===== src/rtl/core/tfn_pkg.sv =====
// ----------------------------------------------------------------------------
// tfn_pkg: shared types and constants for the triangle face normal block
// Widths of the edge, cross product, root and divider data paths.
// ----------------------------------------------------------------------------
package tfn_pkg;

  localparam int unsigned CoordBits      = 24;
  localparam int unsigned NormalFracBits = 14;
  localparam int unsigned NumComp        = 3;

  localparam int unsigned EdgeW  = CoordBits + 1;          // vertex difference
  localparam int unsigned ProdW  = 2 * EdgeW;              // signed product
  localparam int unsigned MagW   = 2 * CoordBits + 1;      // cross magnitude
  localparam int unsigned LoW    = (MagW + 1) / 2;         // low split of magnitude
  localparam int unsigned HiW    = MagW - LoW;
  localparam int unsigned RadW   = 2 * MagW + 2;           // sum of squares, even
  localparam int unsigned RootW  = RadW / 2;
  localparam int unsigned RemW   = RootW + 2;
  localparam int unsigned SqSteps = RootW;
  localparam int unsigned DivW   = RootW + 1;              // divisor is twice the root
  localparam int unsigned QuoW   = NormalFracBits + 1;
  localparam int unsigned DivSteps = QuoW;
  localparam int unsigned OutW   = 16;
  localparam int unsigned LimitW = 24;

  localparam logic [OutW-1:0] NormalOne = OutW'(1) << NormalFracBits;

  localparam int unsigned PaddrW = 3;
  localparam logic [PaddrW-1:0] AddrDegenLimit = 3'd0;
  localparam logic [LimitW-1:0] DegenLimitRst  = 24'd168;

  // square root cell payload
  typedef struct packed {
    logic [RadW-1:0]             rad;
    logic [RemW-1:0]             rem;
    logic [RootW-1:0]            root;
    logic [NumComp-1:0]          neg;
    logic [NumComp-1:0][MagW-1:0] mag;
  } sq_t;

  // divider cell payload
  typedef struct packed {
    logic [NumComp-1:0][DivW-1:0] rem;
    logic [NumComp-1:0][QuoW-1:0] quo;
    logic [DivW-1:0]              dvs;
    logic [QuoW-1:0]              nlow;
    logic [NumComp-1:0]           neg;
    logic                         degen;
  } dv_t;

endpackage


===== src/rtl/core/tfn_sqrt_cell.sv =====
// ----------------------------------------------------------------------------
// tfn_sqrt_cell: one digit of the restoring square root
// Takes two radicand bits, decides one root bit, hands on to the next cell.
// ----------------------------------------------------------------------------
module tfn_sqrt_cell
  import tfn_pkg::*;
(
  input  logic clk_i,
  input  logic rst_ni,
  input  logic en_i,
  input  logic vld_i,
  input  sq_t  d_i,
  output logic vld_o,
  output sq_t  q_o
);

  logic        vld_q;
  sq_t         cell_d, cell_q;
  logic [RemW+1:0] rem_t, trial;

  always_comb begin
    rem_t  = {d_i.rem, d_i.rad[RadW-1 -: 2]};
    trial  = {2'b00, d_i.root, 2'b01};
    cell_d = d_i;
    cell_d.rad = d_i.rad << 2;
    if (rem_t >= trial) begin
      cell_d.rem  = RemW'(rem_t - trial);
      cell_d.root = {d_i.root[RootW-2:0], 1'b1};
    end else begin
      cell_d.rem  = rem_t[RemW-1:0];
      cell_d.root = {d_i.root[RootW-2:0], 1'b0};
    end
  end

  always_ff @(posedge clk_i or negedge rst_ni) begin
    if (!rst_ni) begin
      vld_q <= 1'b0;
    end else if (en_i) begin
      vld_q <= vld_i;
    end
  end

  always_ff @(posedge clk_i) begin
    if (en_i) begin
      cell_q <= cell_d;
    end
  end

  assign vld_o = vld_q;
  assign q_o   = cell_q;

endmodule


===== config.mk =====
export PLATFORM = sky130hd
export DESIGN_NAME = tfn_sqrt_cell
export DESIGN_NICKNAME = d
export VERILOG_FILES = /design/src/rtl/core/tfn_pkg.sv /design/src/rtl/core/tfn_sqrt_cell.sv
export SDC_FILE = /design/constraint.sdc
export NUM_CORES = 1
export LEC_CHECK = 0
export ABC_CLOCK_PERIOD_IN_PS = 1000
export CAP_MARGIN = 0
export CORE_AREA = 3 3 272 274
export DETAILED_ROUTE_END_ITERATION = 10
export DIE_AREA = 0 0 275 277
export DONT_BUFFER_PORTS = 1
export SETUP_SLACK_MARGIN = 0.5
export SKIP_LAST_GASP = 1
export SLEW_MARGIN = 5
export SYNTH_ARGS = -nofsm -noshare
export SYNTH_HDL_FRONTEND = slang
export SYNTH_SLANG_ARGS = --single-unit
export TNS_END_PERCENT = 30

===== constraint.sdc =====
create_clock -name clk_i -period 1 [get_ports clk_i]
set_clock_uncertainty 0.05 [all_clocks]
set_input_delay 0.05 -clock clk_i [delete_from_list [all_inputs] [get_ports clk_i]]
set_output_delay 0.05 -clock clk_i [all_outputs]
set_load 0.01 [all_outputs]

==> results of run 1 <==
==> Yosys cell counts (3+ instances only) <==
| cell type | instances |
|---|---|
| nor3_1 | 10 |
| nand2_1 | 88 |
| and2_1 | 3 |
| o21a_1 | 4 |
| a31oi_1 | 5 |
| nand3_1 | 13 |
| clkbuf_1 | 15 |
| a21o_1 | 31 |
| nand2b_1 | 6 |
| o21ai_1 | 8 |
| edfxtp_1 | 350 |
| o211ai_1 | 5 |
| nor2b_1 | 3 |
| buf_2 | 20 |
| and3_1 | 7 |
| o31ai_1 | 3 |
| ha_1 | 52 |
| a21boi_0 | 4 |
| inv_1 | 66 |
| o21ai_0 | 66 |
| a2111oi_0 | 3 |
| mux2_1 | 3 |
| xor2_1 | 24 |
| or3_1 | 5 |
| nor2_1 | 29 |
| xnor2_1 | 25 |
| o21bai_1 | 7 |
| a21oi_1 | 61 |
| nand4_1 | 18 |
==> report_power, final <==
group          leakage (nW)  switching, W  total, W  internal, W
registers              3.44       0.00204    0.0200       0.0179
clock network         0.781       0.00700    0.0180       0.0110
logic                  4.53       0.00266   0.00588      0.00322
total                  8.75        0.0117    0.0439       0.0322
==> through the flow <==
step	cell area [um^2]	hold slack [ps]	utilization (%)	instances
floorplan	14650	-295.6	-	980
global route	23160	-524.1	32.35	2556
global placement	17150	-295.6	23.95	2084
finish	23180	-483.8	32.37	2562
detailed placement	17150	-295.5	23.95	2084
CTS	22780	-528.0	31.81	2523
==> cells by family after synthesis <==
kind of cell,after synthesis,synth area share [%]
adder cells (fa/ha/maj),52,4.510
XOR/XNOR,49,2.975
multiplexers,6,0.4510
flip-flops,351,73.03
other,1,0.02599
buffers and inverters,104,2.984
AO/OA/AOI/OAI,222,9.653
AND/OR/NAND/NOR,194,6.375
==> final cells by class <==
class	count	area, um^2
diodes	18	45.04
clock buffers	49	1162
clock inverters	33	459.2
fillers	7164	48430
inverters	66	267.8
multi-input cells	525	4220
flip-flops and latches	351	10540
well taps	950	1189
repair buffers	570	5300
==> state kept, by name, indices dropped and copies added (netlist names) <==
register	count
vld_o	1
q_o	350
==> worst max-delay path: stages <==
cell and delay, ps:
inv_1 90, ha_4 230, a21oi_2 180, buf_4 150
nand3b_1 150, a21oi_4 270, a21oi_4 100, o31ai_4 280
o31ai_4 130, a21oi_4 240, buf_12 190, mux2_4 310
==> metal layers <==
metal | vias to the layer above | share of wire (%)
met5 | - | 0.077
met4 | 10 | 3.0
met3 | 98 | 12
met1 | 5530 | 36
met2 | 526 | 49
li1 | 4859 | -
==> timing repair <==
| action | 4_1_cts | 5_1_grt |
|---|---|---|
| hold endpoints to repair | 701 | 381 |
| hold buffers | 324 | 11 |
| gates resized for setup | 126 | 38 |
| endpoints found under the setup margin | 405 | 405 |
| cloned | 3 | 0 |
| pin swaps | 39 | 35 |
| buffers inserted | 30 | 10 |
==> path summary, 6_finish.rpt <==
path                       depth (start not counted)         startpoint                 end
setup / recovery                                  12           d_i[152]  q_o[213]$_DFFE_PP_
hold / removal                                     0           d_i[170]  q_o[171]$_DFFE_PP_
setup reg to reg                                   1  vld_o$_DFFE_PN0P_   vld_o$_DFFE_PN0P_
hold reg to reg                                    1  vld_o$_DFFE_PN0P_   vld_o$_DFFE_PN0P_
max in group asynchronous                          2             rst_ni   vld_o$_DFFE_PN0P_
min in group asynchronous                          2             rst_ni   vld_o$_DFFE_PN0P_
==> metrics.txt, run 1 <==
die area=76180 um^2; most frequent cells in the layout=350 x edfxtp_1, 335 x dlygate4sd3_1, 213 x buf_4; Gate Count Post-Synth=979; Initial DRC Count=696; I/O Buffers=0; Synth-to-Final Area Change=60.67%; CP required=1280 ps; post-DP HPWL=61150 um; initial antenna violation count=22; vias per cell=4.302; first-pass GRT wire length=102800 um; Routed WL=80420 um; TritonCTS clock tree=yes; sequential share of the synthesized area=73.03%; fin crit period=2094 ps; dominant synthesized flop cell=edfxtp_1; met2 Use GR=34.40%; Slew Limit Fails=0; commonest non-fill, non-tap cell in the layout=edfxtp_1; largest cells by area after synthesis=edfxtp_1 73%, ha_1 4.5%, nand2_1 2.3%, o21ai_0 2.3%, a21oi_1 2.1%; Overflow after GRT=0; WL/cell=31.39 um; post-synthesis async set-or-reset flop share=0.2849%; max_slew headroom=44.39%; Synth cell types=67; DRC Markers=0; iteration count of the initial detailed-routing pass=5; WP data arrival=2370 ps; Setup WS post-layout=-1094 ps; Die Width=275 um; met3 Use GR=10.47%; pin count of the biggest net entering global routing=352; Least-Margin Pin Slew=813.2 ps; post-synthesis register bit count=351; Avg Inst Size Synth=14.74 um^2; fmax=477.5 MHz; LEAKAGE=8.752 nW; Clock Latency Late Sink=560 ps; crit start category=input port; RD Place Congestion=0.8830; EDFF count, synth=350; Starting Density=20.15%; max cap viols=0; Antenna Nets Post-Route=0; global route hottest layer=met2; Root Driver=clkbuf_16; post-synth top area share=72.85%; setup TNS=-105980 ps; pwr dens=1893 nW/um^2; CTS max path bufs=3; total power=0.04387 W; clk sink count=351; cell area after synthesis=14430 um^2; RSZ-0062 raised after global routing=yes; HP Class=input port to register; R2R setup slack=150 ps; failing checks=negative hold slack, negative setup slack; Syn. warnings=0; number of global-route vias before repair=11390; crit path max fanout=8; share of layout cells above drive strength 1=27.92%; Place WS=-2026 ps; Final #Nets=1967; Core ar.=71610 um^2; Reg clk slew, reported paths=60 ps; # rows=98; global routing usage on met1=21.22%; Final Cycle Share=209.4%; All-Layer GR Usage=19.94%; Die Y=277 um; worst hold slack=-483.8 ps; Critical Path Sink Type=register; H-tree depth=2; area leader, netlist=edfxtp_1; outcome=finished, violations left; Num CTS Buffers=45; Final Hold Fails=373; final-report setup violation count=404; Worst VDD drop=1272 uV; count of boundary I/O pins=709; vias=11020; Crit Path Class=input port to register
No activity file was read; power rests on OpenSTA's default activity.
==> run 2: changes to the inputs <==
ABC_CLOCK_PERIOD_IN_PS = 1750   (was 1000)
MAX_ROUTING_LAYER = met4   (was not set)
clock period = 1.75 ns   (was 1 ns; I/O delays follow)
==> metrics.txt, run 2 (synthesis gave the netlist of run 1 again) <==
outcome=finished, violations left; failing checks=negative hold slack, negative setup slack; fillers=7178 (+0.20%); Final Hold Fails=220 (-41%); most frequent cells in the layout=350 x edfxtp_1, 348 x dlygate4sd3_1, 201 x buf_4; Starting Density=20.15% (unchanged); fmax=439.5 MHz; setup TNS=-23150 ps (+82830 ps); commonest non-fill, non-tap cell in the layout=edfxtp_1; share of layout cells above drive strength 1=24.24% (-3.7 points); post-DP HPWL=60750 um (-0.66%); vias per cell=4.316 (+0.31%); max_slew headroom=46.41% (+2.0 points); Overflow after GRT=0 (unchanged); max cap viols=0 (unchanged); # rows=98 (unchanged); internal power=0.01716 W (-47%); Critical Path Sink Type=register; fin crit period=2275 ps; crit path max fanout=9 (+1); clock share of power=37.8% (-3.3 points); CTS max path bufs=3 (unchanged); max FFs per register=350 (unchanged); iteration count of the initial detailed-routing pass=5 (unchanged); WL/cell=31.47 um (+0.26%); TritonCTS clock tree=yes; final-report setup violation count=53 (-87%); Root Driver=clkbuf_16; CP Launch Point=d_i[154]; Slew Limit Fails=0 (unchanged); LEAKAGE=8.588 nW (-1.9%); HP Start=d_i[154]; WP data arrival=2540 ps (+170 ps); register share of total power=48.3% (+2.8 points); first-pass GRT wire length=102700 um (about the same); Initial DRC Count=747 (+7.3%); RD Place Congestion=0.8827 (about the same); Least-Margin Pin Slew=803.9 ps (-9.289 ps); CP required=2010 ps (+730 ps); Core ar.=71610 um^2 (unchanged); Hold Path Depth=0 (unchanged); worst hold slack=-442.7 ps (+41.10 ps); FF/Latch Area=10540 um^2 (unchanged); HP Class=input port to register; FF-to-FF Start=vld_o$_DFFE_PN0P_; Setup WS post-layout=-525.3 ps (+569.0 ps); All-Layer GR Usage=20.57% (+0.62 points); Sw Share=27.54% (+0.88 points); Final #Nets=1962 (-0.25%); Num CTS Buffers=44 (-2.2%); Die Width=275 um (unchanged); Synth-to-Final Area Change=58.46%; net switching power figure=0.006522 W (-44%); I/O Buffers=0 (unchanged); Reg clk slew, reported paths=50 ps (about the same); clk sink count=351 (unchanged); Final Cycle Share=130.0%; initial antenna violation count=18 (-18%); DRC Markers=0 (unchanged); Die Y=277 um (unchanged); combinational power share=14.0% (+0.6 points); Clock Latency Late Sink=570 ps (about the same); Place WS=-1222 ps (+803.6 ps); Antenna Nets Post-Route=0 (unchanged); RSZ-0062 raised after global routing=yes; Crit Path Class=input port to register; count of boundary I/O pins=709 (unchanged); H-tree depth=2 (unchanged); pwr dens=1036 nW/um^2 (-45%); pin count of the biggest net entering global routing=352 (unchanged); Routed WL=80510 um (+0.11%); die area=76180 um^2 (unchanged); vias=11040 (+0.15%); crit start category=input port; number of global-route vias before repair=11490 (+0.81%); area of the multi-input gates=4074 um^2 (-3.5%); Worst VDD drop=941.2 uV (-26%); FF-to-FF path depth=1 (unchanged)
-- run 2: changes by cell type in the layout (fill, tap and decap cells not counted), moves of 4 or more --
| cell | change |
|---|---|
| nand2_2 | -4 |
| o21ai_0 | +10 |
| dlygate4sd3_1 | +13 |
| o21ai_2 | -12 |
| buf_4 | -12 |
| nand2_1 | +6 |
| bufinv_16 | -7 |
| buf_6 | -7 |
-- run 2: power groups by stage --
| stage | clock, W | combinational, W | sequential (W) |
|---|---|---|---|
| CTS | 0.00926 | 0.00314 | 0.0115 |
| detailed placement | 0 | 0.00219 | 0.0116 |
| floorplan | 0 | 0.00123 | 0.0110 |
| global placement | 0 | 0.00216 | 0.0116 |
| finish | 0.00894 | 0.00331 | 0.0114 |
| global route | 0.00958 | 0.00358 | 0.0115 |
-- run 2: metrics by stage --
stage	util (%)	instances	cell area (um^2)	power (W)	hold WS [ps]
final	31.92	2558	22860	0.02368	-442.7
after global routing	31.90	2552	22840	0.02462	-474.9
after floorplan	-	980	14650	0.01221	-258.1
after global placement	23.92	2083	17130	0.01381	-258.1
after detailed placement	23.92	2083	17130	0.01381	-258.0
after CTS	31.24	2519	22370	0.02388	-487.1
-- run 2: area by class of cell --
type | count | area share [%]
Clock inverter | 30 | 1.177
Sequential cell | 351 | 46.09
Tap cell | 950 | 5.200
Antenna cell | 20 | 0.2189
Multi-Input combinational cell | 525 | 17.82
Clock buffer | 50 | 4.915
Inverter | 66 | 1.160
Timing Repair Buffer | 566 | 23.42
-- run 2: worst paths after layout --
kind / endpoint / slack, ps
min in group asynchronous: vld_o$_DFFE_PN0P_ / 220
setup reg to reg: vld_o$_DFFE_PN0P_ / 880
hold / removal: q_o[155]$_DFFE_PP_ / -440
setup / recovery: q_o[236]$_DFFE_PP_ / -530
max in group asynchronous: vld_o$_DFFE_PN0P_ / 1320
hold reg to reg: vld_o$_DFFE_PN0P_ / 570
-- run 2: metal layers --
layer  up-vias  GRT usage, %  wire length [um]
met5         -             -                 0
met1      5552         21.94             29220
met3       108         9.080              9115
met2       544         34.08             39030
met4         0         6.649              3151
li1       4836             -                 -
-- run 2: what timing repair did --
action	4_1_cts	5_1_grt
resized for setup	58	54
hold endpoints to repair	701	364
pin swaps	18	23
setup endpoints to repair	174	140
buffers inserted	10	9
cloned	4	4
hold buffers	342	6
-- run 2: critical path, stage by stage --
cell and delay [ps]:
inv_2 20, ha_4 250, and3_4 170, buf_4 130
and4bb_1 200, a21oi_2 200, buf_4 160, a21oi_4 60
o31ai_4 330, o31ai_4 130, a21oi_4 250, buf_12 210
mux2_4 310
==> run 3: changes to the inputs <==
SETUP_SLACK_MARGIN = 0.4   (was 0.5)
==> metrics.txt, run 3 (synthesis gave the netlist of run 1 again) <==
Top Family by Delay on Critical Path=compound AO/OA/AOI/OAI gates; Setup WS post-layout=-424.7 ps (+100.6 ps); vias per cell=4.288 (-0.64%); crit start category=input port; share of layout cells above drive strength 1=22.12% (-2.1 points); failing checks=negative hold slack, negative setup slack; vias=10940 (-0.91%); slowest CP cell=mux2_4; iteration count of the initial detailed-routing pass=5 (unchanged); Initial DRC Count=796 (+6.6%); worst path buffer plus inverter count=4 (unchanged); outcome=finished, violations left; pin count of the biggest net entering global routing=352 (unchanged); Slew Limit Fails=0 (unchanged); Critical Path Sink Type=register; worst path cell trace=inv_2 -> ha_4 -> and3_4 -> buf_4 -> and4bb_1 -> a21oi_2 -> buf_4 -> a21oi_4 -> o31ai_4 -> o31ai_4 -> a21oi_4 -> buf_12 -> mux2_4; # rows=98 (unchanged); Die Width=275 um (unchanged); max cap viols=0 (unchanged); I/O Buffers=0 (unchanged); TritonCTS clock tree=yes; commonest non-fill, non-tap cell in the layout=edfxtp_1; WP data arrival=2430 ps (-110 ps); Overflow after GRT=0 (unchanged); count of boundary I/O pins=709 (unchanged); Root Driver=clkbuf_16; Num CTS Buffers=44 (unchanged); RSZ-0062 raised after global routing=yes; Starting Density=20.15% (unchanged); final-report setup violation count=53 (unchanged); placed inst area=17130 um^2 (unchanged); HP Class=input port to register; Reg clk slew, reported paths=50 ps (about the same); Die Y=277 um (unchanged); fmax=459.8 MHz (+4.6%); Place WS=-1222 ps (unchanged); clk sink count=351 (unchanged); CP peak stage delay=310 ps (-20 ps); max FFs per register=350 (unchanged); Synth-to-Final Area Change=56.45%; post-DP HPWL=60750 um (unchanged); die area=76180 um^2 (unchanged); fillers=7213 (+0.49%); Final Cycle Share=124.3% (-5.7 points); DRC Markers=0 (unchanged); All-Layer GR Usage=20.55% (about the same); Routed WL=79940 um (-0.71%); first-pass GRT wire length=103500 um (+0.78%); worst hold slack=-440.4 ps (+2.239 ps); LEAKAGE=8.482 nW (-1.2%); Crit Path Class=input port to register; fin crit period=2175 ps (-100.6 ps); initial antenna violation count=24 (+6); Clock Latency Late Sink=570 ps (about the same); CP required=2010 ps (about the same); pwr dens=1041 nW/um^2 (+0.51%); Final #Nets=1952 (-0.51%); WL/cell=31.34 um (-0.43%); most frequent cells in the layout=350 x edfxtp_1, 348 x dlygate4sd3_1, 198 x buf_4; Final Hold Fails=359 (+63%); Core ar.=71610 um^2 (unchanged); H-tree depth=2 (unchanged); number of global-route vias before repair=11530 (+0.37%); total power=0.02350 W (-0.76%); Worst VDD drop=939.6 uV (-0.17%); final instance area=22570 um^2 (-1.3%); CTS max path bufs=3 (unchanged); RD Place Congestion=0.8827 (unchanged); crit path max fanout=9 (unchanged); Antenna Nets Post-Route=0 (unchanged)
run 3: changes by cell type in the layout (fill, tap and decap cells not counted), sizes merged:
cell,change
buf,-8
clkbuf,-2
diode,+3
run 3: area by class of cell:
class	instances	area [um^2]	share of cell area, %
inverter	66	265.3	1.175
clock inverter	30	269.0	1.192
antenna	23	57.56	0.2550
multi-input combinational	525	3923	17.38
sequential	351	10540	46.68
clock buffer	50	1124	4.978
tap	950	1189	5.266
timing repair buffer	556	5209	23.08
run 3: stage by stage:
step                std cells  utilization (%)  setup TNS (ps)
global placement         2083            23.92          -57830
floorplan                 980                -          -32500
detailed placement       2083            23.92          -58370
global route             2547            31.51          -22160
CTS                      2517            31.11          -18490
finish                   2551            31.52          -18270
run 3: timing repair:
action                                 4_1_cts  5_1_grt
pin swaps                                   14        8
endpoints found under the hold margin      701      364
cloned                                       3        2
buffers inserted                             9        3
resized for setup                           43       24
hold buffers                               342        6
setup endpoints to repair                   58       55
run 3: power by group:
group | total [W] | switching, W | internal (W)
clock | 0.00894 | 0.00383 | 0.00510
combinational | 0.00316 | 0.00143 | 0.00173
sequential | 0.0114 | 0.00117 | 0.0102
run 3: path summary, 6_finish.rpt:
path / cells past startpoint / slack (ps) / endpoint / startpoint
setup / recovery: 13 / -420 / q_o[236]$_DFFE_PP_ / d_i[154]
hold / removal: 0 / -440 / q_o[155]$_DFFE_PP_ / d_i[154]
setup reg to reg: 1 / 880 / vld_o$_DFFE_PN0P_ / vld_o$_DFFE_PN0P_
hold reg to reg: 1 / 560 / vld_o$_DFFE_PN0P_ / vld_o$_DFFE_PN0P_
max in group asynchronous: 2 / 1310 / vld_o$_DFFE_PN0P_ / rst_ni
min in group asynchronous: 2 / 230 / vld_o$_DFFE_PN0P_ / rst_ni
run 3: per-layer routing:
| layer | track usage, % | share of wire [%] | up-vias |
|---|---|---|---|
| li1 | - | - | 4818 |
| met1 | 22.52 | 38 | 5539 |
| met2 | 34.75 | 49 | 503 |
| met3 | 8.196 | 10 | 79 |
| met4 | 5.051 | 3.0 | 0 |
| met5 | - | 0 | - |
